==> src/ball_collision_physics_step_unit_macros.svh <==
// assertion helpers for the ball physics step unit
`ifndef BALL_COLLISION_PHYSICS_STEP_UNIT_MACROS_SVH
`define BALL_COLLISION_PHYSICS_STEP_UNIT_MACROS_SVH
`ifndef SYNTHESIS
`define BCPS_ASSERT_IMP(lbl, ck, rn, ante, cons) \
  lbl: assert property (@(posedge ck) disable iff (!rn) (ante) |-> (cons)) \
    else $error("bcps check failed");
`define BCPS_ASSERT_NXT(lbl, ck, rn, ante, cons) \
  lbl: assert property (@(posedge ck) disable iff (!rn) (ante) |=> (cons)) \
    else $error("bcps check failed");
`else
`define BCPS_ASSERT_IMP(lbl, ck, rn, ante, cons)
`define BCPS_ASSERT_NXT(lbl, ck, rn, ante, cons)
`endif
`endif

==> src/bcps_div.sv <==
`timescale 1ns / 1ps
module bcps_div #(
  parameter int W = 43
) (
  input  logic         clk,
  input  logic         rst_n,
  input  logic         start,
  input  logic [W-1:0] num,
  input  logic [W-1:0] den,
  output logic         done,
  output logic [W-1:0] quo
);
  localparam int CW = $clog2(W + 1);

  logic [W:0]    rem_r, shifted;
  logic [W-1:0]  quo_r, den_r;
  logic [CW-1:0] cnt_r;
  logic          busy_r, ge;

  assign shifted = {rem_r[W-1:0], quo_r[W-1]};
  assign ge      = (shifted >= {1'b0, den_r});
  assign done    = busy_r && (cnt_r == CW'(W));
  assign quo     = quo_r;

  // restoring division, one quotient bit per cycle
  always_ff @(posedge clk) begin
    if (!rst_n) begin
      busy_r <= 1'b0;
    end else if (start) begin
      rem_r  <= '0;
      quo_r  <= num;
      den_r  <= den;
      cnt_r  <= '0;
      busy_r <= 1'b1;
    end else if (busy_r) begin
      if (cnt_r != CW'(W)) begin
        rem_r <= ge ? (shifted - {1'b0, den_r}) : shifted;
        quo_r <= {quo_r[W-2:0], ge};
        cnt_r <= cnt_r + 1'b1;
      end else begin
        busy_r <= 1'b0;
      end
    end
  end
endmodule

==> config.mk <==
export PLATFORM = sky130hd
export DESIGN_NAME = bcps_div
export DESIGN_NICKNAME = d
export VERILOG_FILES = /design/src/ball_collision_physics_step_unit_macros.svh /design/src/bcps_div.sv
export SDC_FILE = /design/constraint.sdc
export NUM_CORES = 1
export LEC_CHECK = 0
export ABC_CLOCK_PERIOD_IN_PS = 9550
export BUFFER_PORTS_ARGS = -buffer_cell sky130_fd_sc_hd__buf_4
export CORE_MARGIN = 2
export CORE_UTILIZATION = 30
export DETAILED_ROUTE_END_ITERATION = 16
export SLEW_MARGIN = 10
export SYNTH_ARGS = -nofsm -noshare
export SYNTH_HDL_FRONTEND = slang
export SYNTH_SLANG_ARGS = --single-unit
==> constraint.sdc <==
create_clock -name clk -period 9.55 [get_ports clk]
set_input_delay 0.955 -clock clk [delete_from_list [all_inputs] [get_ports clk]]
set_output_delay 0.955 -clock clk [all_outputs]
set_load 0.03 [all_outputs]
==> results.ini, run 1 <==
[run_status]
outcome=finished clean

[timing]
rsz0062_at_grt=no
setup_viol=0
tightest_slew_ps=1080
hold_viol_final=0
final.setup.tns_ps=0
timing.fmax_mhz=266
relSlewSlack_pct=28.2
slew_violations=0
fin_crit_sh_pct=39.4
worst_hold_slack_ps=583
fin_crit_ps=3760
fin_skew_ps=16.1

[detailed_routing]
vias_per_cell=5.00
antenna_left=0
totalWireLength_mm=19.9
dr.pass1.iters=5
post_drt_wl_per_cell_um=16.2
route.detailed.drc=0
drtIter0Drc=374
vias=6148

[clock_tree]
cts_max_level=4
root_buffer=clkbuf_16
hold_buffers=0
post_cts_buffers=0
cts_sinks=136
post_cts_resized=0
clk_pin_slew_worst_paths_ps=70
cts_made_buffers=17
cts_tree=built
cts_buffer_depth=2
clock_latency_ps=420

[critical_path]
worstSetupEndpointType=flop
slowest_stage=a2111oi_2
crit_chain=inv_1 -> ha_1 -> fa_1 -> nor2b_1 -> o31a_1 -> o21ai_1 -> a2111oi_2 -> o31ai_4 -> o21ai_2 -> o31ai_4 -> buf_4 -> or3_1 -> a21oi_1
path_buf_inv=2
cpLargestDelayFamily=compound AO/OA/AOI/OAI gates
reg2reg_slack_ps=5790
r2r-end=rem_r[36]$_SDFFCE_PP0P_
path_depth=13
start_kind=flop
worst_r2r_path_depth=13
path_class=reg2reg
path_common_cell=o31ai_4
critPathMaxFanout=56
worstPathRequired_ps=9820
reg2reg_from=quo[42]$_DFFE_PP_
cp.arrival_ps=4030
max_stage_delay_ps=560

[power]
p_clk_share_pct=34.2
p_per_area_nw_per_um2=191
p_comb_share_pct=26.9
switchingPower_mw=0.610
intPower_mw=1.31
swShare_pct=31.7
p_total_mw=1.92
ir_drop_v=0.000116
p_leak_nw=4.10
seq_power_share_pct=38.9

[cells_and_area]
num_antenna_cells=0
n_fill_cell=2608
final_cell_mix=buf_4 (137), edfxtp_1 (135), nor2_1 (66)
seqCellArea_um2=4070
design_area_um2=10100
final_common_cell=buf_4
nets=1010
drive_gt1_share_pct=25.0
syn_to_final_growth_pct=23.7
multiInputGateArea_um2=3750

[worst_hold_path]
hold_start=quo[34]$_DFFE_PP_
worstHoldEndpoint=quo[35]$_DFFE_PP_
hold_class=reg2reg
whs_path_depth=1

[synth]
synthArstFlopShare_pct=0
synth_xor_area_share_pct=3.65
synthMuxAreaShare_pct=9.74
synth_fa_ha_area_share_pct=7.00
synth.distinct_cells=62
yosys_warnings=0
synth_compound_area_share_pct=12.9
syn-num-nets=881
synth_top_family_by_area=compound AO/OA/AOI/OAI gates
synth_cells=747
syn_area_per_cell_um2=10.9
synth-seq-area-share_pct=50.0
synth-simple-area-share_pct=12.5
syn_area_um2=8150
ys_seq_elements=136
synth_edf_count=135
synthFlopType=edfxtp_1

[die]
fp.dieH_um=169
dieArea_um2=28500
rows=60
die_w_um=169
core_area_um2=26800
ios=133
initial_core_util_pct=30.4

[placed_design]
dp_hpwl_mm=14.5
gp_congestion=0.906
port_buffers=132
placed_area_um2=9500

[global_routing]
grt_pass1_vias=6121
grt_overflow=0
grt_usage_pct=14.1
grt_pass1_wl_mm=32.0
grt_max_degree=57
grt_antenna_before_repair=0

[flow_run]
drv_cap=0

[cells in the mapped netlist (8+ instances only)]
cell type | count | area share (%)
o21ai_0 | 31 | 1.9
ha_1 | 44 | 6.8
xor2_1 | 12 | 1.3
o21a_1 | 13 | 1.2
nand3_1 | 25 | 1.5
o21bai_1 | 8 | 0.74
nor3_1 | 15 | 0.92
nor2b_1 | 8 | 0.61
inv_1 | 57 | 2.6
nor2_1 | 66 | 3.0
nand4_1 | 14 | 1.1
xnor2_1 | 22 | 2.4
mux2_2 | 42 | 5.8
mux2i_1 | 32 | 3.9
a21o_1 | 14 | 1.3
edfxtp_1 | 135 | 50
a211oi_1 | 10 | 0.92
a21oi_1 | 53 | 3.3
clkbuf_1 | 16 | 0.74
nand2_1 | 46 | 2.1
[metal layers]
| layer | vias to the layer above | track usage, % | part of all wire [%] |
|---|---|---|---|
| li1 | 3021 | - | - |
| met1 | 2938 | 19.1 | 47 |
| met2 | 177 | 22.0 | 45 |
| met3 | 12 | 4.33 | 6.6 |
| met4 | 0 | 3.34 | 0.87 |
| met5 | - | 0 | 0 |
[power groups by stage]
stage / sequential [mW] / combinational [mW] / clock [mW]
detailed placement: 0.760 / 0.516 / 0
floorplan: 0.779 / 0.359 / 0
global placement: 0.759 / 0.513 / 0
global route: 0.754 / 0.572 / 0.697
finish: 0.748 / 0.516 / 0.658
CTS: 0.748 / 0.518 / 0.675
[cell families (layout without fill, tap and decap cells)]
group,Yosys count,count (layout)
AO/OA/AOI/OAI,163,163
multiplexers,74,74
adder cells (fa/ha/maj),45,45
flip-flops,136,136
XOR/XNOR,34,34
buffers and inverters,84,226
AND/OR/NAND/NOR,211,211
[worst max-delay path by stage]
stage,slack [ps],start,endpoint
after floorplan,3580,start,cnt_r[0]$_SDFFCE_PP0P_
after global placement,5920,quo[42]$_DFFE_PP_,rem_r[32]$_SDFFCE_PP0P_
after detailed placement,5800,quo[42]$_DFFE_PP_,rem_r[29]$_SDFFCE_PP0P_
after CTS,5770,quo[42]$_DFFE_PP_,rem_r[36]$_SDFFCE_PP0P_
after global routing,5510,rem_r[6]$_SDFFCE_PP0P_,rem_r[5]$_SDFFCE_PP0P_
final,5790,quo[42]$_DFFE_PP_,rem_r[36]$_SDFFCE_PP0P_
[stage by stage]
stage               setup slack (ps)  std cells  utilization (%)
floorplan                       3580        747                -
global placement                5920       1198             35.4
detailed placement              5800       1198             35.4
CTS                             5770       1230             37.6
global route                    5510       1230             37.6
finish                          5790       1230             37.6
[flip-flops by register name, indices dropped and copies added (netlist names)]
register,flops
busy_r,1
cnt_r,6
den_r,43
quo,43
rem_r,43
[cell type report]
cell class	count	share of cell area, %
Clock buffer	17	4.22
Tap cell	341	4.23
Clock inverter	15	1.56
Multi-Input combinational cell	527	37.2
Inverter	57	2.12
Timing Repair Buffer	137	10.2
Sequential cell	136	40.4
(Power assumes the default switching activity.)
==> run 2, diff against run 1 <==
--- a/config.mk
+++ b/config.mk
@@ -5,7 +5,7 @@
 export SDC_FILE = /design/constraint.sdc
 export NUM_CORES = 1
 export LEC_CHECK = 0
-export ABC_CLOCK_PERIOD_IN_PS = 9550
+export ABC_CLOCK_PERIOD_IN_PS = 3150
 export BUFFER_PORTS_ARGS = -buffer_cell sky130_fd_sc_hd__buf_4
 export CORE_MARGIN = 2
 export CORE_UTILIZATION = 30
==> constraint.sdc (replaced) <==
create_clock -name clk -period 3.15 [get_ports clk]
set_input_delay 0.315 -clock clk [delete_from_list [all_inputs] [get_ports clk]]
set_output_delay 0.315 -clock clk [all_outputs]
set_load 0.03 [all_outputs]
==> run 2 against run 1 <==
Net effect:
- the run now ends with negative setup slack left
- via count rose by 4.0%
- largest cell class unchanged
- worst setup slack got worse by 5800 ps
- flip-flop and latch count did not move
- sequential power rose to 3.0 times the previous value
- clock-buffer cell count did not move
==> results.ini, run 2 (same netlist as run 1, synthesis figures left out) <==
[detailed_routing]
antenna_left=0  ; unchanged
vias=6391  ; +4.0%
post_drt_wl_per_cell_um=16.9  ; +4.2%
route.detailed.drc=0  ; unchanged
dr.pass1.iters=5  ; unchanged
drtIter0Drc=447  ; +20%
totalWireLength_mm=21.8  ; +9.4%
vias_per_cell=4.95  ; -0.96%

[clock_tree]
cts_max_level=4  ; unchanged
clock_latency_ps=430  ; about the same
cts_sinks=136  ; unchanged
cts_buffer_depth=2  ; unchanged
clk_pin_slew_worst_paths_ps=70  ; about the same
root_buffer=clkbuf_16
hold_buffers=0  ; unchanged
cts_made_buffers=17  ; unchanged
cts_tree=built

[cells_and_area]
final_cell_mix=buf_4 (187), edfxtp_1 (135), nor2_1 (64)
final_core_util_pct=40.4  ; +2.7 points
nets=1071  ; +6.0%
design_area_um2=10800  ; +7.3%
drive_gt1_share_pct=32.4  ; +7.4 points
num_antenna_cells=0  ; unchanged
syn_to_final_growth_pct=32.7
final_common_cell=buf_4

[die]
die_w_um=169  ; unchanged
dieArea_um2=28500  ; unchanged
core_area_um2=26800  ; unchanged
initial_core_util_pct=30.4  ; unchanged
rows=60  ; unchanged
ios=133  ; unchanged
fp.dieH_um=169  ; unchanged

[timing]
tightest_slew_ps=636  ; -440 ps
timing.fmax_mhz=315  ; +18%
hold_viol_final=0  ; unchanged
slew_violations=0  ; unchanged
fin_crit_sh_pct=101  ; +62 points
fin_crit_ps=3180  ; -581 ps
rsz0062_at_grt=yes
fin_skew_ps=15.4  ; -0.699 ps
relSlewSlack_pct=57.5  ; +29 points
setup_ws_ps=-28.2  ; -5820 ps
final.setup.tns_ps=-80.4  ; -80.4 ps
setup_viol=3  ; +3

[critical_path]
worstPathRequired_ps=3430  ; -6390 ps
critPathMaxFanout=21  ; -63%
worstSetupEndpointType=flop
path_class=reg2reg
reg2reg_from=rem_r[8]$_SDFFCE_PP0P_
worstSetupStartpoint=rem_r[8]$_SDFFCE_PP0P_
cp.arrival_ps=3460  ; -570 ps
start_kind=flop

[power]
ir_drop_v=0.000378  ; +220%
p_per_area_nw_per_um2=576  ; +200%
p_leak_nw=4.44  ; +8.2%

[global_routing]
grt_usage_pct=15.6  ; +1.5 points
grt_pass1_wl_mm=35.2  ; +10%
grt_max_degree=90  ; +58%
grt_overflow=0  ; unchanged
grt_pass1_vias=6566  ; +7.3%
grt_antenna_before_repair=0  ; unchanged

[worst_hold_path]
hold_class=in2reg
hold_start=den[3]

[placed_design]
placed_area_um2=10000  ; +5.5%
gp_congestion=0.900  ; -0.65%
dp_hpwl_mm=15.9  ; +9.5%
port_buffers=132  ; unchanged

[run_status]
violations=negative setup slack
outcome=complete, but fails checks

[flow_run]
drv_cap=0  ; unchanged

-- run 2: cell count changes in the layout (fill, tap and decap cells not counted), moves of 3 or more --
| cell | previous run | this run |
|---|---|---|
| buf_4 | 137 | 187 |
| buf_12 | 0 | 7 |
| a21oi_1 | 53 | 48 |
| a21oi_2 | 0 | 4 |
| buf_6 | 0 | 4 |
| ha_1 | 44 | 40 |
| a211oi_1 | 10 | 7 |
| a211oi_2 | 0 | 3 |
| ha_4 | 0 | 3 |
-- run 2: timing repair --
item                       4_1_cts  5_1_grt
setup endpoints to repair       21       40
setup buffers                    2        3
gates resized for setup         18       13
pin swaps                        4        4
-- run 2: worst paths after layout --
path / slack [ps] / cells past startpoint / end
hold reg to reg: 580 / 2 / busy_r$_SDFF_PN0_
hold / removal: 60 / 1 / den_r[3]$_DFFE_PP_
setup reg to reg: -30 / 13 / rem_r[29]$_SDFFCE_PP0P_
setup / recovery: -30 / 13 / rem_r[29]$_SDFFCE_PP0P_
-- run 2: per-layer routing --
layer,vias to the layer above,global-route usage [%],part of all wire [%]
met4,0,3.45,0.89
li1,3135,-,-
met2,170,25.1,46
met1,3070,20.6,46
met5,-,0,0
met3,16,4.82,7.0
-- run 2: metrics by stage --
step / setup WS [ps] / total power, mW / hold WS [ps] / std cells
global placement: -64.2 / 4.06 / 493 / 1254
floorplan: 4.09 / 3.45 / 414 / 747
global route: -225 / 6.55 / 45.8 / 1291
CTS: -2.90 / 6.24 / 46.9 / 1288
finish: -28.2 / 6.23 / 63.1 / 1291
detailed placement: -98.2 / 4.08 / 495 / 1254
-- run 2: final cells by class --
type,instances,area [µm²]
Inverter,57,214
Timing Repair Buffer,198,1590
Clock inverter,15,180
Fill cell,2564,16000
Clock buffer,17,425
Tap cell,341,427
Multi-Input combinational cell,527,3910
Sequential cell,136,4070
-- run 2: critical path: stages (launching register included) --
cell and delay (ps):
edfxtp_1 440, ha_4 300, buf_4 130, nand2_1 120, a21oi_4 200, a211oi_2 80
buf_4 150, a2111oi_4 470, o31ai_4 100, o21ai_2 210, o31ai_4 100, buf_12 180
or3_1 380, a21oi_1 150
-- run 2: where the power goes --
| group | internal (mW) | switching (mW) |
|---|---|---|
| clock network | 1.20 | 0.915 |
| registers | 2.19 | 0.0798 |
| logic | 0.852 | 0.993 |
| total | 4.25 | 1.99 |
==> run 3, diff against run 2 <==
--- a/config.mk
+++ b/config.mk
@@ -14,3 +14,4 @@
 export SYNTH_ARGS = -nofsm -noshare
 export SYNTH_HDL_FRONTEND = slang
 export SYNTH_SLANG_ARGS = --single-unit
+export TNS_END_PERCENT = 5
==> run 3 against run 2 <==
Net effect:
- the flow still finishes with violations (negative setup slack)
- first-iteration DRC count shrank 1.8%
- sequential power is essentially flat
- non-clock buffer count grew 22
- worst setup slack gained 0.89 ps
- utilization grew 0.56 points
- cell count grew 1.7%
- clock skew grew 0.57 ps
- critical path depth grew 1
- combinational power grew 4%
- global-route usage shrank 0.14 points
- worst hold slack lost 1.8 ps
- die area is the same
==> results.ini, run 3 (same netlist as run 1, synthesis figures left out) <==
[run_status]
outcome=complete, but fails checks
violations=negative setup slack

[die]
ios=133  ; unchanged
dieArea_um2=28500  ; unchanged
fp.dieH_um=169  ; unchanged
rows=60  ; unchanged
die_w_um=169  ; unchanged
initial_core_util_pct=30.4  ; unchanged
core_area_um2=26800  ; unchanged

[global_routing]
grt_usage_pct=15.4  ; -0.14 points
grt_pass1_wl_mm=34.8  ; -1.2%
grt_max_degree=90  ; unchanged
grt_antenna_before_repair=0  ; unchanged
grt_pass1_vias=6620  ; +0.82%
grt_overflow=0  ; unchanged

[clock_tree]
clk_pin_slew_worst_paths_ps=70  ; about the same
cts_made_buffers=17  ; unchanged
cts_buffer_depth=2  ; unchanged
cts_sinks=136  ; unchanged
clock_latency_ps=430  ; about the same
cts_max_level=4  ; unchanged
cts_tree=built
hold_buffers=0  ; unchanged
root_buffer=clkbuf_16

[timing]
timing.fmax_mhz=315  ; about the same
relSlewSlack_pct=57.9  ; +0.45 points
setup_viol=3  ; unchanged
slew_violations=0  ; unchanged
rsz0062_at_grt=yes
fin_crit_ps=3180  ; -0.890 ps
tightest_slew_ps=631  ; -5.34 ps
hold_viol_final=0  ; unchanged
fin_skew_ps=15.9  ; +0.571 ps
fin_crit_sh_pct=101  ; about the same
setup_ws_ps=-27.3  ; +0.890 ps

[detailed_routing]
drtIter0Drc=439  ; -1.8%
dr.pass1.iters=5  ; unchanged
vias_per_cell=4.91  ; -0.72%
antenna_left=0  ; unchanged
vias=6453  ; +0.97%
totalWireLength_mm=21.4  ; -1.7%
post_drt_wl_per_cell_um=16.3  ; -3.3%
route.detailed.drc=0  ; unchanged

[critical_path]
path_buf_inv=3  ; unchanged
critPathMaxFanout=3  ; -86%
worstSetupEndpointType=flop
max_stage_delay_ps=410  ; -60 ps
path_class=reg2reg
path_common_cell=buf_4
crit_chain=ha_4 -> fa_2 -> nor2b_2 -> o31a_1 -> o21ai_2 -> a2111oi_2 -> buf_4 -> o31ai_4 -> buf_4 -> buf_4 -> nor2_1 -> mux2i_1 -> or3_1 -> a21oi_1
start_kind=flop
worstPathRequired_ps=3420  ; about the same
cpLargestDelayFamily=compound AO/OA/AOI/OAI gates
slowest_stage=edfxtp_1
cp.arrival_ps=3440  ; -20 ps

[power]
p_per_area_nw_per_um2=577  ; about the same
p_leak_nw=4.56  ; +2.7%
ir_drop_v=0.000364  ; -3.6%

[cells_and_area]
nets=1093  ; +2.1%
final_core_util_pct=40.9  ; +0.56 points
final_common_cell=buf_4
num_antenna_cells=0  ; unchanged
syn_to_final_growth_pct=34.6
drive_gt1_share_pct=33.4  ; +1.0 points
final_cell_mix=buf_4 (209), edfxtp_1 (135), nor2_1 (66)
design_area_um2=11000  ; +1.4%

[placed_design]
placed_area_um2=10100  ; +0.55%
gp_congestion=0.882  ; -2.0%
dp_hpwl_mm=15.6  ; -1.7%
port_buffers=132  ; unchanged

[flow_run]
drv_cap=0  ; unchanged

[worst_hold_path]
hold_class=in2reg

[run 3: cell count changes in the layout (fill, tap and decap cells not counted), moves of 3 or more]
cell,previous run,this run
a21oi_1,48,52
ha_4,3,6
clkinv_4,3,0
buf_4,187,209
a21oi_2,4,1
[run 3: timing repair]
action | CTS | global route
pin swaps | 18 | 13
gates cloned | 2 | 0
buffers inserted | 11 | 4
endpoints found under the setup margin | 43 | 43
resized for setup | 19 | 12
[run 3: routing by layer]
| layer | track usage, % | part of all wire (%) | vias up | routed length (µm) |
|---|---|---|---|---|
| li1 | - | - | 3193 | - |
| met1 | 20.3 | 46 | 3044 | 9770 |
| met2 | 24.8 | 46 | 196 | 9880 |
| met3 | 4.75 | 7.0 | 20 | 1490 |
| met4 | 4.01 | 1.2 | 0 | 262 |
| met5 | 0 | 0 | - | 0 |
[run 3: cell type report]
type,instances,area [µm²]
fillers,2558,15800
flip-flops and latches,136,4070
multi-input cells,527,3890
repair buffers,220,1750
well taps,341,427
clock buffers,17,425
inverters,57,214
clock inverters,15,194
[run 3: final timing paths]
check,startpoint,endpoint,slack [ps],depth (start not counted)
setup / recovery,den_r[0]$_DFFE_PP_,rem_r[36]$_SDFFCE_PP0P_,-30,14
hold / removal,den[34],den_r[34]$_DFFE_PP_,60,1
setup reg to reg,den_r[0]$_DFFE_PP_,rem_r[36]$_SDFFCE_PP0P_,-30,14
hold reg to reg,busy_r$_SDFF_PN0_,busy_r$_SDFF_PN0_,580,2
[run 3: power breakdown]
group / switching (mW) / total, mW / internal [mW]
Sequential: 0.0804 / 2.27 / 2.19
Clock: 0.920 / 2.14 / 1.22
Combinational: 0.996 / 1.91 / 0.917
[run 3: stage by stage]
step | cells | TNS (ps) | hold WS, ps | power, mW | setup slack, ps
after floorplan | 747 | -5690 | 414 | 3.44 | -164
after global placement | 1267 | -1310 | 494 | 4.08 | -102
after detailed placement | 1267 | -3720 | 494 | 4.10 | -176
after CTS | 1312 | -914 | 38.2 | 6.40 | -76.8
after global routing | 1313 | -5010 | 44.0 | 6.65 | -191
final | 1313 | -62.0 | 61.4 | 6.32 | -27.3
