[src/ball_collision_physics_step_unit_macros.svh]
// assertion helpers for the ball physics step unit
`ifndef BALL_COLLISION_PHYSICS_STEP_UNIT_MACROS_SVH
`define BALL_COLLISION_PHYSICS_STEP_UNIT_MACROS_SVH
`ifndef SYNTHESIS
`define BCPS_ASSERT_IMP(lbl, ck, rn, ante, cons) \
  lbl: assert property (@(posedge ck) disable iff (!rn) (ante) |-> (cons)) \
    else $error("bcps check failed");
`define BCPS_ASSERT_NXT(lbl, ck, rn, ante, cons) \
  lbl: assert property (@(posedge ck) disable iff (!rn) (ante) |=> (cons)) \
    else $error("bcps check failed");
`else
`define BCPS_ASSERT_IMP(lbl, ck, rn, ante, cons)
`define BCPS_ASSERT_NXT(lbl, ck, rn, ante, cons)
`endif
`endif

[src/bcps_isqrt.sv]
`timescale 1ns / 1ps
module bcps_isqrt #(
  parameter int W = 58
) (
  input  logic           clk,
  input  logic           rst_n,
  input  logic           start,
  input  logic [W-1:0]   op,
  output logic           done,
  output logic [W/2-1:0] root
);
  logic [W-1:0] rem_r, res_r, bit_r, trial;
  logic         busy_r, ge;

  assign trial = res_r + bit_r;
  assign ge    = (rem_r >= trial);
  assign done  = busy_r && (bit_r == '0);
  assign root  = res_r[W/2-1:0];

  // one result bit per cycle, digit by digit
  always_ff @(posedge clk) begin
    if (!rst_n) begin
      busy_r <= 1'b0;
    end else if (start) begin
      rem_r  <= op;
      res_r  <= '0;
      bit_r  <= W'(1) << (W - 2);
      busy_r <= 1'b1;
    end else if (busy_r) begin
      if (bit_r != '0) begin
        if (ge) begin
          rem_r <= rem_r - trial;
          res_r <= (res_r >> 1) + bit_r;
        end else begin
          res_r <= res_r >> 1;
        end
        bit_r <= bit_r >> 2;
      end else begin
        busy_r <= 1'b0;
      end
    end
  end
endmodule

[config.mk]
export PLATFORM = sky130hd
export DESIGN_NAME = bcps_isqrt
export DESIGN_NICKNAME = d
export VERILOG_FILES = /design/src/ball_collision_physics_step_unit_macros.svh /design/src/bcps_isqrt.sv
export SDC_FILE = /design/constraint.sdc
export NUM_CORES = 1
export LEC_CHECK = 0
export BUFFER_PORTS_ARGS = -buffer_cell sky130_fd_sc_hd__clkbuf_2
export CAP_MARGIN = 20
export CORE_ASPECT_RATIO = 2
export CORE_MARGIN = 2
export CORE_UTILIZATION = 58
export CTS_BUF_LIST = sky130_fd_sc_hd__clkbuf_8
export DETAILED_ROUTE_END_ITERATION = 7
export HOLD_SLACK_MARGIN = 0.08
export MAX_ROUTING_LAYER = met4
export PLACE_DENSITY_LB_ADDON = 0.08
export SLEW_MARGIN = 20
export SYNTH_ARGS = -nofsm -noshare
export SYNTH_HDL_FRONTEND = slang
export SYNTH_SLANG_ARGS = --single-unit
[constraint.sdc]
create_clock -name clk -period 13.3 [get_ports clk]
set_input_delay 1.995 -clock clk [delete_from_list [all_inputs] [get_ports clk]]
set_output_delay 1.995 -clock clk [all_outputs]
set_load 0.05 [all_outputs]
==> results of run 1 <==
## stage by stage
stage	setup slack (ps)	hold WS, ps	utilization	total power, mW	std cells
2_1_floorplan	1840	493	-	1.41	1597
4_1_cts	6560	665	0.624	2.04	1914
5_1_grt	6150	693	0.625	2.18	1915
3_5_place_dp	6600	645	0.606	1.65	1882
6_report	6560	662	0.625	2.06	1915
3_3_place_gp	6810	628	0.606	1.64	1882
## final timing paths
check                    to  slack, ps
setup reg to reg  rem_r[47]       6560
hold / removal    bit_r[14]        660
setup / recovery  rem_r[47]       6560
hold reg to reg   bit_r[14]        660
## metal layers
layer / part of all wire / GRT usage
met3: 0.042 / 0.0452
met5: 0 / -
met4: 0.056 / 0.177
met2: 0.53 / 0.607
met1: 0.37 / 0.366
## power by group through the flow
stage                     clock network [mW]  registers (mW)  logic [mW]
final                                  0.393           0.649        1.02
after global routing                   0.413           0.654        1.12
after CTS                              0.395           0.646        1.00
after detailed placement                   0           0.655       0.998
after global placement                     0           0.655       0.988
after floorplan                            0           0.631       0.784
## cells by family (layout without fill, tap and decap cells)
family	after synthesis	count (layout)	synth area share
AND/OR/NAND/NOR	524	524	0.183
AO/OA/AOI/OAI	516	516	0.238
XOR/XNOR	146	146	0.0933
flip-flops	146	146	0.319
buffers and inverters	132	167	0.0475
adder cells (fa/ha/maj)	119	119	0.109
multiplexers	14	14	0.0104
## flip-flops by register name (all words and copies together) (netlist names)
signal / count
bit_r: 29
busy_r: 1
rem_r: 58
res_r: 58
## cells in the mapped netlist (6+ instances only)
| library cell | instances |
|---|---|
| nor3_1 | 16 |
| o21bai_1 | 25 |
| nand2b_1 | 11 |
| or3_1 | 20 |
| edfxtp_1 | 145 |
| mux2i_1 | 12 |
| a21o_1 | 50 |
| buf_2 | 9 |
| xnor2_1 | 90 |
| clkbuf_1 | 45 |
| inv_1 | 39 |
| o21ai_1 | 7 |
| and4_1 | 6 |
| a21boi_0 | 11 |
| nor2b_1 | 45 |
| o21ai_0 | 139 |
| a31o_2 | 10 |
| nor2_1 | 129 |
| and3_1 | 11 |
| and2_1 | 9 |
| a211oi_1 | 9 |
| nand4_1 | 45 |
| o211ai_1 | 6 |
| o31ai_1 | 12 |
| ha_1 | 118 |
| a21oi_1 | 126 |
| a311oi_1 | 7 |
| xor2_1 | 56 |
| nand3_1 | 24 |
| a31oi_1 | 54 |
| nand2_1 | 184 |
| o21a_1 | 11 |
| buf_4 | 32 |
| nor4_1 | 12 |
## worst max-delay path, stage by stage, from the launching register on
cell	delay [ps]
edfxtp_1	540
ha_1	400
nand4_1	120
o21ai_0	470
a31o_2	240
nand4_1	160
a21oi_1	170
nor2_1	80
o21ai_1	270
a31oi_1	220
o41ai_1	450
xnor2_1	150
ha_1	410
and3_1	200
or3b_1	370
nor4_1	230
and4_1	230
a221oi_1	80
o21a_1	160
o211a_4	280
buf_16	260
a21boi_4	170
buf_4	640
## final cells by class
| type | count | area [um2] |
|---|---|---|
| repair buffers | 96 | 522 |
| flip-flops and latches | 146 | 4370 |
| well taps | 283 | 354 |
| inverters | 39 | 146 |
| multi-input cells | 1319 | 8710 |
| clock buffers | 17 | 234 |
| clock inverters | 15 | 190 |
| fillers | 2076 | 8700 |
==> metrics.md, run 1 <==
| Metric | Value |
|---|---|
| Status | `finished, final reports clean` |
| Clock Skews | `~22 ps` |
| CP Max Fanout | `64` |
| Setup crit start kind | `register` |
| Avg WL per Cell | `~22 um` |
| Via density | `~6.5` |
| Crit Path Category | `register to register` |
| DRT iter0 DRCs | `around 950` |
| CTS H-Tree Depth | `4` |
| P_leak | `about 5.7 nW` |
| Max_slew headroom | `0.385` |
| Length of the first detailed-routing pass in iterations | `6` |
| Root Buffer | `clkbuf_8` |
| Hold Crit Depth | `1` |
| Number of nets with antenna violations after routing | `0` |
| Clk pwr share | `0.190` |
| Reg2reg path depth | `22` |
| Switching Fraction | `0.429` |
| Peak VDD IR | `about 110 uV` |
| Hold Vio Cnt, Final | `0` |
| Most frequent cells in the layout | `nand2_1, edfxtp_1, o21ai_0` |
| Post-DP HPWL | `approximately 32 mm` |
| P&R area growth vs syn | `6.03%` |
| Clock transition at path regs | `roughly 100 ps` |
| Min Clock Period, post-route | `slightly below 7000 ps` |
| Most common library cell in the layout ignoring fill and taps | `nand2_1` |
| Placed cell areas | `~0.014 mm2` |
| Net Switching | `roughly 0.88 mW` |
| Cell area after layout | `0.0145 mm2` |
| Sequential share of power | `0.315` |
| Final setup viols | `0` |
| Max clock buf depth | `2` |
| Syn nets | `1777` |
| Setup TNS | `0 ps` |
| First-pass GRT wire length | `65.2 mm` |
| Power Internal | `around 1.2 mW` |
| Chip width | `~110 um` |
| Critical hold path startpoint | `bit_r[16]` |
| Class of the most critical hold timing path | `register to register` |
| Worst slew pin tran | `921 ps` |
| Ys flop type | `edfxtp_1` |
| Largest net degree at the start of global routing | `95` |
| Die Area | `~0.025 mm2` |
| RSZ-0062 raised after global routing | `no` |
| CORE AREA | `~0.023 mm2` |
| CTS Buf Count | `17` |
| Final Max Tran Viols | `0` |
| Yosys top cell by area | `edfxtp_1` |
| Placement Rows | `a little under 80` |
| Number of synthesized flops with an enable pin | `roughly 150` |
| Dominant cells by area after synthesis | `edfxtp_1, ha_1, xnor2_1, o21ai_0, nand2_1` |
| CP Capture Type | `register` |
| Vias | `around 12000` |
| Routed WL | `about 42 mm` |
| Mapped Area | `about 0.014 mm2` |
| Diodes inserted | `0` |
| Synth unique cells | `81` |
| Avg Inst Size Synth | `roughly 8.6 um2` |
| Pwr Density | `142 mW/mm2` |
| Final #Nets | `roughly 1800` |
| CTS Sinks | `146` |
| Post-CTS Setup Inserts | `0` |
| FFs w/ async S/R, synth | `0` |
| Max-Cap Viols | `0` |
| Yosys top cell area share | `0.318` |
| Ys Warns | `0` |
| Achievable clock frequency | `148 MHz` |
| I/O Pins | `a little over 90` |
| Worst setup startpoint | `res_r[4]` |
| Synth Instances | `approximately 1600` |
| Share of cells above drive strength 1 | `0.0968` |
| Initial Util | `0.590` |
| Seq cells post-synth | `~150` |
| Routability cong. | `1.01` |
| CP arrival | `6850 ps` |
| Logic pwr share | `0.495` |
| CP required | `~13000 ps` |
| Port Buffer Count | `90` |
| Die height | `221 um` |
| Vias in the first global route | `around 12000` |
| DRC | `0` |
| GR Util All Layers | `0.342` |
| Gr ovfl total | `0` |
| Post-cts gate resize count | `0` |
| Clock Latency Late Sink | `roughly 500 ps` |
| CTS tree | `built` |
| Initial antenna violation count | `0` |
| Final Cycle Share | `0.507` |
| Register area share after synthesis | `0.319` |
| Worst r2r src | `res_r[4]` |
| CTS Hold Bufs | `0` |
No activity file was read; power rests on OpenSTA's default activity.
==> run 2, diff against run 1 <==
CORE_UTILIZATION = 64   (was 58)
clock period = 6.85 ns   (was 13.3 ns; I/O delays follow)
==> run 2 against run 1 <==
Count of clock-buffer cells in the layout unchanged. Clock skew down 7.0 ps. First-iteration DRC count down 6.3%. Register-to-register slack worse by 5800 ps. Utilization up 6.5 points. Maximum frequency up 9.8%. Routed wire length down 1.9%. Non-clock buffer count unchanged. Flip-flop and latch count unchanged. Worst hold slack worse by 18 ps. Critical endpoint is now res_r[17]. Largest cell class unchanged. Largest power group unchanged.
==> metrics.md, run 2 (synthesized netlist as in run 1, its figures left out) <==
| Metric | Value |
|---|---|
| Status | `finished, final reports clean (unchanged)` |
| CP arrival | `6500 ps (was 6850 ps)` |
| GR Util All Layers | `0.380 (was 0.342)` |
| Port Buffer Count | `90 (unchanged)` |
| Worst r2r src | `res_r[10] (was res_r[4])` |
| Clock transition at path regs | `90 ps (was 100 ps)` |
| Post-cts gate resize count | `0 (unchanged)` |
| DRT iter0 DRCs | `893 (was 953)` |
| P_leak | `5.66 nW (was 5.70 nW)` |
| CTS Hold Bufs | `0 (unchanged)` |
| Clock Skews | `14.9 ps (was 21.8 ps)` |
| RR Endpoint | `res_r[17] (was rem_r[47])` |
| Clock Latency Late Sink | `510 ps (was 500 ps)` |
| Gr ovfl total | `0 (unchanged)` |
| Final #Nets | `1799 (unchanged)` |
| First-pass GRT wire length | `64.2 mm (was 65.2 mm)` |
| Final setup viols | `0 (unchanged)` |
| Via density | `6.59 (was 6.51)` |
| Crit path max-delay family | `simple AND/OR/NAND/NOR gates (was compound AO/OA/AOI/OAI gates)` |
| Hold EP | `busy_r (was bit_r[14])` |
| Net Switching | `1.70 mW (was 0.884 mW)` |
| Hold Crit Depth | `2 (was 1)` |
| Post-DP HPWL | `31.4 mm (was 32.4 mm)` |
| Post-CTS Setup Inserts | `0 (unchanged)` |
| Reg2reg path depth | `22 (unchanged)` |
| CP Max Fanout | `93 (was 64)` |
| Worst-path cell chain | `ha_1 -> a21o_1 -> nand3_1 -> a21boi_0 -> nand4_1 -> a21oi_1 -> nor2_1 -> o21ai_1 -> a31oi_2 -> o31ai_1 -> xnor2_1 -> ha_1 -> nand4_1 -> or3b_1 -> nor4_1 -> and4_1 -> a221oi_1 -> o21a_1 -> o211a_4 -> buf_12 -> or3_1 -> a21oi_1 (was ha_1 -> nand4_1 -> o21ai_0 -> a31o_2 -> nand4_1 -> a21oi_1 -> nor2_1 -> o21ai_1 -> a31oi_1 -> o41ai_1 -> xnor2_1 -> ha_1 -> and3_1 -> or3b_1 -> nor4_1 -> and4_1 -> a221oi_1 -> o21a_1 -> o211a_4 -> buf_16 -> a21boi_4 -> buf_4)` |
| Die height | `211 um (was 221 um)` |
| Largest net degree at the start of global routing | `113 (was 95)` |
| Placement Rows | `75 (was 79)` |
| Chip width | `107 um (was 113 um)` |
| Most common library cell in the layout ignoring fill and taps | `nand2_1 (unchanged)` |
| Die Area | `0.0227 mm2 (was 0.0249 mm2)` |
| CP max stage cell | `edfxtp_1 (was buf_4)` |
| CTS Sinks | `146 (unchanged)` |
| Pwr Density | `267 mW/mm2 (was 142 mW/mm2)` |
| CTS Buf Count | `17 (unchanged)` |
| Final worst setup slack | `709 ps (was 6560 ps)` |
| Vias in the first global route | `12500 (about the same)` |
| Sequential share of power | `0.324 (was 0.315)` |
| Critical hold path startpoint | `busy_r (was bit_r[16])` |
| Worst Path Buf+Inv | `1 (was 2)` |
| Peak VDD IR | `194 uV (was 110 uV)` |
| Hold slack | `644 ps (was 662 ps)` |
| Pre-CTS setup slack | `925 ps (was 6600 ps)` |
| Max_slew headroom | `0.361 (was 0.385)` |
| DRC | `0 (unchanged)` |
| Final Max Tran Viols | `0 (unchanged)` |
| CORE AREA | `0.0210 mm2 (was 0.0232 mm2)` |
| Crit Path Category | `register to register (unchanged)` |
| P&R area growth vs syn | `5.92% (was 6.03%)` |
| Clk pwr share | `0.162 (was 0.190)` |
| Number of nets with antenna violations after routing | `0 (unchanged)` |
| Initial antenna violation count | `0 (unchanged)` |
| Hold Vio Cnt, Final | `0 (unchanged)` |
| CTS tree | `built (unchanged)` |
| I/O Pins | `91 (unchanged)` |
| Share of cells above drive strength 1 | `0.101 (was 0.0968)` |
| Max clock buf depth | `2 (unchanged)` |
| Power Internal | `2.17 mW (was 1.18 mW)` |
| Flop2flop setup slack | `710 ps (was 6560 ps)` |
| Min Clock Period, post-route | `6140 ps (was 6740 ps)` |
| Class of the most critical hold timing path | `register to register (unchanged)` |
| Max-Cap Viols | `0 (unchanged)` |
| Root Buffer | `clkbuf_8 (unchanged)` |
| Final Cycle Share | `0.896 (was 0.507)` |
| CP required | `7210 ps (was 13410 ps)` |
| Avg WL per Cell | `21.6 um (was 21.8 um)` |
| Setup crit start kind | `register (unchanged)` |
| Met2 Usage GRT | `0.685 (was 0.607)` |
| CP Capture Type | `register (unchanged)` |
| Vias | `12500 (about the same)` |
| Max incr delay on CP | `560 ps (was 640 ps)` |
| Routability cong. | `1.01 (about the same)` |
| Logic pwr share | `0.514 (was 0.495)` |
| Length of the first detailed-routing pass in iterations | `6 (unchanged)` |
| Initial Util | `0.652 (was 0.590)` |
| RSZ-0062 raised after global routing | `no (unchanged)` |
| Met3 Resource Use GR | `0.0697 (was 0.0452)` |
| Most frequent cells in the layout | `nand2_1, edfxtp_1, o21ai_0 (unchanged)` |
| CTS H-Tree Depth | `4 (unchanged)` |
| Routed WL | `41.0 mm (was 41.8 mm)` |
| Diodes inserted | `0 (unchanged)` |
| Switching Fraction | `0.440 (was 0.429)` |
| Achievable clock frequency | `163 MHz (was 148 MHz)` |
| Worst slew pin tran | `958 ps (was 921 ps)` |
| Met1 usage | `0.346 (was 0.366)` |
| Biggest regs | `rem_r (58), res_r (58), bit_r (29) (unchanged)` |
| GR peak layer | `met2 (unchanged)` |
[run 2: cell types whose count changed in the layout (fill, tap and decap cells not counted), sizes merged]
cell      change
bufinv        -3
clkinv        +3
clkinvlp      +1
inv           -2
[run 2: metal layers]
metal  routed length, um  share of wire  up-vias
met1               13600           0.33     5860
met3                1860          0.045      202
met2               22000           0.54      499
met5                   0              0        -
li1                    -              -     5959
met4                3500          0.085        0
[run 2: power by group through the flow]
stage                     clock network (mW)  logic, mW  registers (mW)
after floorplan                            0       1.54            1.22
after global placement                     0       1.92            1.27
after detailed placement                   0       1.95            1.27
after CTS                              0.629       1.96            1.25
after global routing                   0.655       2.18            1.27
final                                  0.627       1.99            1.26
[run 2: worst register-to-register path, cell delays in order, from the launching register on]
cell and delay, ps:
edfxtp_1 560, ha_1 480, a21o_1 170, nand3_1 110, a21boi_0 250, nand4_1 180
a21oi_1 160, nor2_1 90, o21ai_1 270, a31oi_2 220, o31ai_1 310, xnor2_1 220
ha_1 530, nand4_1 180, or3b_1 500, nor4_1 200, and4_1 300, a221oi_1 100
o21a_1 150, o211a_4 160, buf_12 200, or3_1 510, a21oi_1 160
[run 2: stage by stage]
step | cells | instance area, um2 | utilization | power, mW | setup TNS (ps)
6_report | 1900 | 14500 | 0.690 | 3.87 | 0
5_1_grt | 1900 | 14500 | 0.690 | 4.10 | 0
4_1_cts | 1900 | 14500 | 0.690 | 3.84 | 0
3_5_place_dp | 1869 | 14200 | 0.674 | 3.22 | 0
3_3_place_gp | 1869 | 14200 | 0.674 | 3.20 | 0
2_1_floorplan | 1597 | 13800 | - | 2.77 | -124040
[run 2: worst max-delay path by stage]
stage                         start   endpoint  slack, ps  cells after the start
after floorplan            bit_r[0]   rem_r[0]      -2140                     24
after global placement    res_r[26]  res_r[13]       1050                     21
after detailed placement  res_r[18]  res_r[43]        930                     22
after CTS                 res_r[18]  res_r[43]        870                     22
after global routing      res_r[10]  res_r[17]        410                     22
final                     res_r[10]  res_r[17]        710                     22
[run 2: cell type report]
type                    instances  area (um2)
clock buffers                  17         234
clock inverters                14         101
fillers                      1834        6510
inverters                      39         146
multi-input cells            1319        8790
flip-flops and latches        146        4370
well taps                     269         337
repair buffers                 96         531
==> run 3, diff against run 2 <==
CORE_UTILIZATION = 65   (was 64)
clock period = 7.2 ns   (was 6.85 ns; I/O delays follow)
==> run 3 against run 2 <==
Power fell by 0.73%. Largest power group unchanged. Worst hold slack improved by 14 ps. Combinational power fell by 5%. Via count increased by 0.81%. First-iteration DRC count grew 5.7%. Sequential power fell by 5%. Sequential share of layout area is 0.18 points lower. Critical path depth is 1 lower. Clock skew down 4.0 ps. Final area up 0.59%. Count of clock-buffer cells in the layout stayed put. Setup slack improved by 410 ps.
==> metrics.md, run 3 (synthesized netlist as in run 1, its figures left out) <==
| Metric | Value |
|---|---|
| Setup crit start kind | `register (unchanged)` |
| Post-DP HPWL | `32.4 mm (was 31.4 mm)` |
| Worst-path cell chain | `ha_1 -> a31oi_1 -> o21bai_1 -> a2111o_1 -> and4bb_4 -> a21oi_4 -> nor2_1 -> nor2_1 -> o31ai_1 -> xnor2_1 -> ha_1 -> nand4_1 -> or3b_1 -> nor4_1 -> and4_1 -> a221oi_1 -> o21a_1 -> o211a_4 -> buf_12 -> or3_1 -> a21oi_1 (was ha_1 -> a21o_1 -> nand3_1 -> a21boi_0 -> nand4_1 -> a21oi_1 -> nor2_1 -> o21ai_1 -> a31oi_2 -> o31ai_1 -> xnor2_1 -> ha_1 -> nand4_1 -> or3b_1 -> nor4_1 -> and4_1 -> a221oi_1 -> o21a_1 -> o211a_4 -> buf_12 -> or3_1 -> a21oi_1)` |
| CORE AREA | `0.0208 mm2 (was 0.0210 mm2)` |
| Placement Rows | `75 (unchanged)` |
| Status | `finished, final reports clean (unchanged)` |
| Final #Nets | `1797 (was 1799)` |
| CTS Buf Count | `17 (unchanged)` |
| Port Buffer Count | `90 (unchanged)` |
| CP Max Fanout | `49 (was 93)` |
| CP Capture Type | `register (unchanged)` |
| Class of the most critical hold timing path | `register to register (unchanged)` |
| CP required | `7520 ps (was 7210 ps)` |
| Most frequent cells in the layout | `nand2_1, edfxtp_1, o21ai_0 (unchanged)` |
| P_leak | `5.70 nW (was 5.66 nW)` |
| CTS Hold Bufs | `0 (unchanged)` |
| Avg WL per Cell | `22.0 um (was 21.6 um)` |
| Cell area after layout | `0.0146 mm2 (was 0.0145 mm2)` |
| Clock Latency Late Sink | `490 ps (was 510 ps)` |
| Clock Skews | `10.9 ps (was 14.9 ps)` |
| Gr ovfl total | `0 (unchanged)` |
| Worst slew pin tran | `1000 ps (was 958 ps)` |
| Max-Cap Viols | `0 (unchanged)` |
| Initial antenna violation count | `1 (was 0)` |
| Routed WL | `41.8 mm (was 41.0 mm)` |
| CP max stage cell | `edfxtp_1 (unchanged)` |
| Post-CTS Setup Inserts | `0 (unchanged)` |
| Crit Path Category | `register to register (unchanged)` |
| Filler cells | `1744 (was 1834)` |
| Final Cycle Share | `0.845 (was 0.896)` |
| DRC | `0 (unchanged)` |
| Min Clock Period, post-route | `6080 ps (was 6140 ps)` |
| Clock transition at path regs | `90 ps (about the same)` |
| Max_slew headroom | `0.331 (was 0.361)` |
| Most common library cell in the layout ignoring fill and taps | `nand2_1 (unchanged)` |
| Peak VDD IR | `158 uV (was 194 uV)` |
| P&R area growth vs syn | `6.55% (was 5.92%)` |
| Chip width | `107 um (about the same)` |
| RSZ-0062 raised after global routing | `no (unchanged)` |
| Vias | `12600 (was 12500)` |
| Placed cell areas | `0.0142 mm2 (about the same)` |
| CP arrival | `6410 ps (was 6500 ps)` |
| CTS tree | `built (unchanged)` |
| Biggest regs | `rem_r (58), res_r (58), bit_r (29) (unchanged)` |
| CTS Sinks | `146 (unchanged)` |
| I/O Pins | `91 (unchanged)` |
| Max clock buf depth | `2 (unchanged)` |
| Achievable clock frequency | `164 MHz (was 163 MHz)` |
| GR Util All Layers | `0.390 (was 0.380)` |
| First-pass GRT wire length | `65.3 mm (was 64.2 mm)` |
| Largest net degree at the start of global routing | `116 (was 113)` |
| Max incr delay on CP | `540 ps (was 560 ps)` |
| Worst Path Buf+Inv | `1 (unchanged)` |
| Die height | `209 um (was 211 um)` |
| Pwr Density | `263 mW/mm2 (was 267 mW/mm2)` |
| Die Area | `0.0223 mm2 (was 0.0227 mm2)` |
| CTS H-Tree Depth | `4 (unchanged)` |
| Root Buffer | `clkbuf_8 (unchanged)` |
| DRT iter0 DRCs | `944 (was 893)` |
| Number of nets with antenna violations after routing | `0 (unchanged)` |
| Initial Util | `0.658 (was 0.652)` |
| Via density | `6.64 (was 6.59)` |
| Post-cts gate resize count | `0 (unchanged)` |
| Vias in the first global route | `12800 (was 12500)` |
| Finished Core Util | `0.701 (was 0.690)` |
| Hold Vio Cnt, Final | `0 (unchanged)` |
| Final setup viols | `0 (unchanged)` |
| Crit path max-delay family | `compound AO/OA/AOI/OAI gates (was simple AND/OR/NAND/NOR gates)` |
| Share of cells above drive strength 1 | `0.104 (was 0.101)` |
| Length of the first detailed-routing pass in iterations | `5 (was 6)` |
| Final Max Tran Viols | `0 (unchanged)` |
| Setup TNS | `0 ps (unchanged)` |
| Total power | `3.85 mW (was 3.87 mW)` |
| Routability cong. | `1.04 (was 1.01)` |
## run 3: cell type report
class / count / area [um2] / area share
multi-input combinational: 1319 / 8790 / 0.602
sequential: 146 / 4370 / 0.300
timing repair buffer: 94 / 512 / 0.0351
tap: 269 / 337 / 0.0231
clock buffer: 17 / 234 / 0.0160
clock inverter: 15 / 204 / 0.0140
inverter: 39 / 146 / 0.0100
antenna: 1 / 2.50 / 0.000171
## run 3: final timing paths
path | end | cells after the start | startpoint | slack, ps
worst max-delay path | res_r[9] | 21 | res_r[18] | 1120
worst min register to register | busy_r | 2 | busy_r | 660
worst min-delay path | busy_r | 2 | busy_r | 660
worst max register to register | res_r[9] | 21 | res_r[18] | 1120
## run 3: per-layer routing
| layer | share of wire | track usage | routed length, um |
|---|---|---|---|
| met2 | 0.53 | 0.695 | 22300 |
| met4 | 0.096 | 0.319 | 4010 |
| met3 | 0.046 | 0.0562 | 1940 |
| met1 | 0.32 | 0.359 | 13600 |
| met5 | 0 | - | 0 |
## run 3: per-stage QoR
step / hold slack [ps] / std cells / setup WS (ps)
6_report: 658 / 1900 / 1120
5_1_grt: 689 / 1900 / 345
3_3_place_gp: 608 / 1867 / 1310
2_1_floorplan: 591 / 1597 / -1790
4_1_cts: 661 / 1899 / 1180
3_5_place_dp: 637 / 1867 / 1220
## run 3: tightest hold or removal path, delay by kind of cell, from the launching register on
| family | cells | cell delay (ps) |
|---|---|---|
| AO/OA/AOI/OAI | 2 | 300 |
| flip-flops | 1 | 320 |
## run 3: report_power, final
| group | total [mW] | switching (mW) | internal, mW |
|---|---|---|---|
| clock network | 0.743 | 0.361 | 0.382 |
| logic | 1.90 | 1.18 | 0.720 |
| registers | 1.20 | 0.116 | 1.08 |
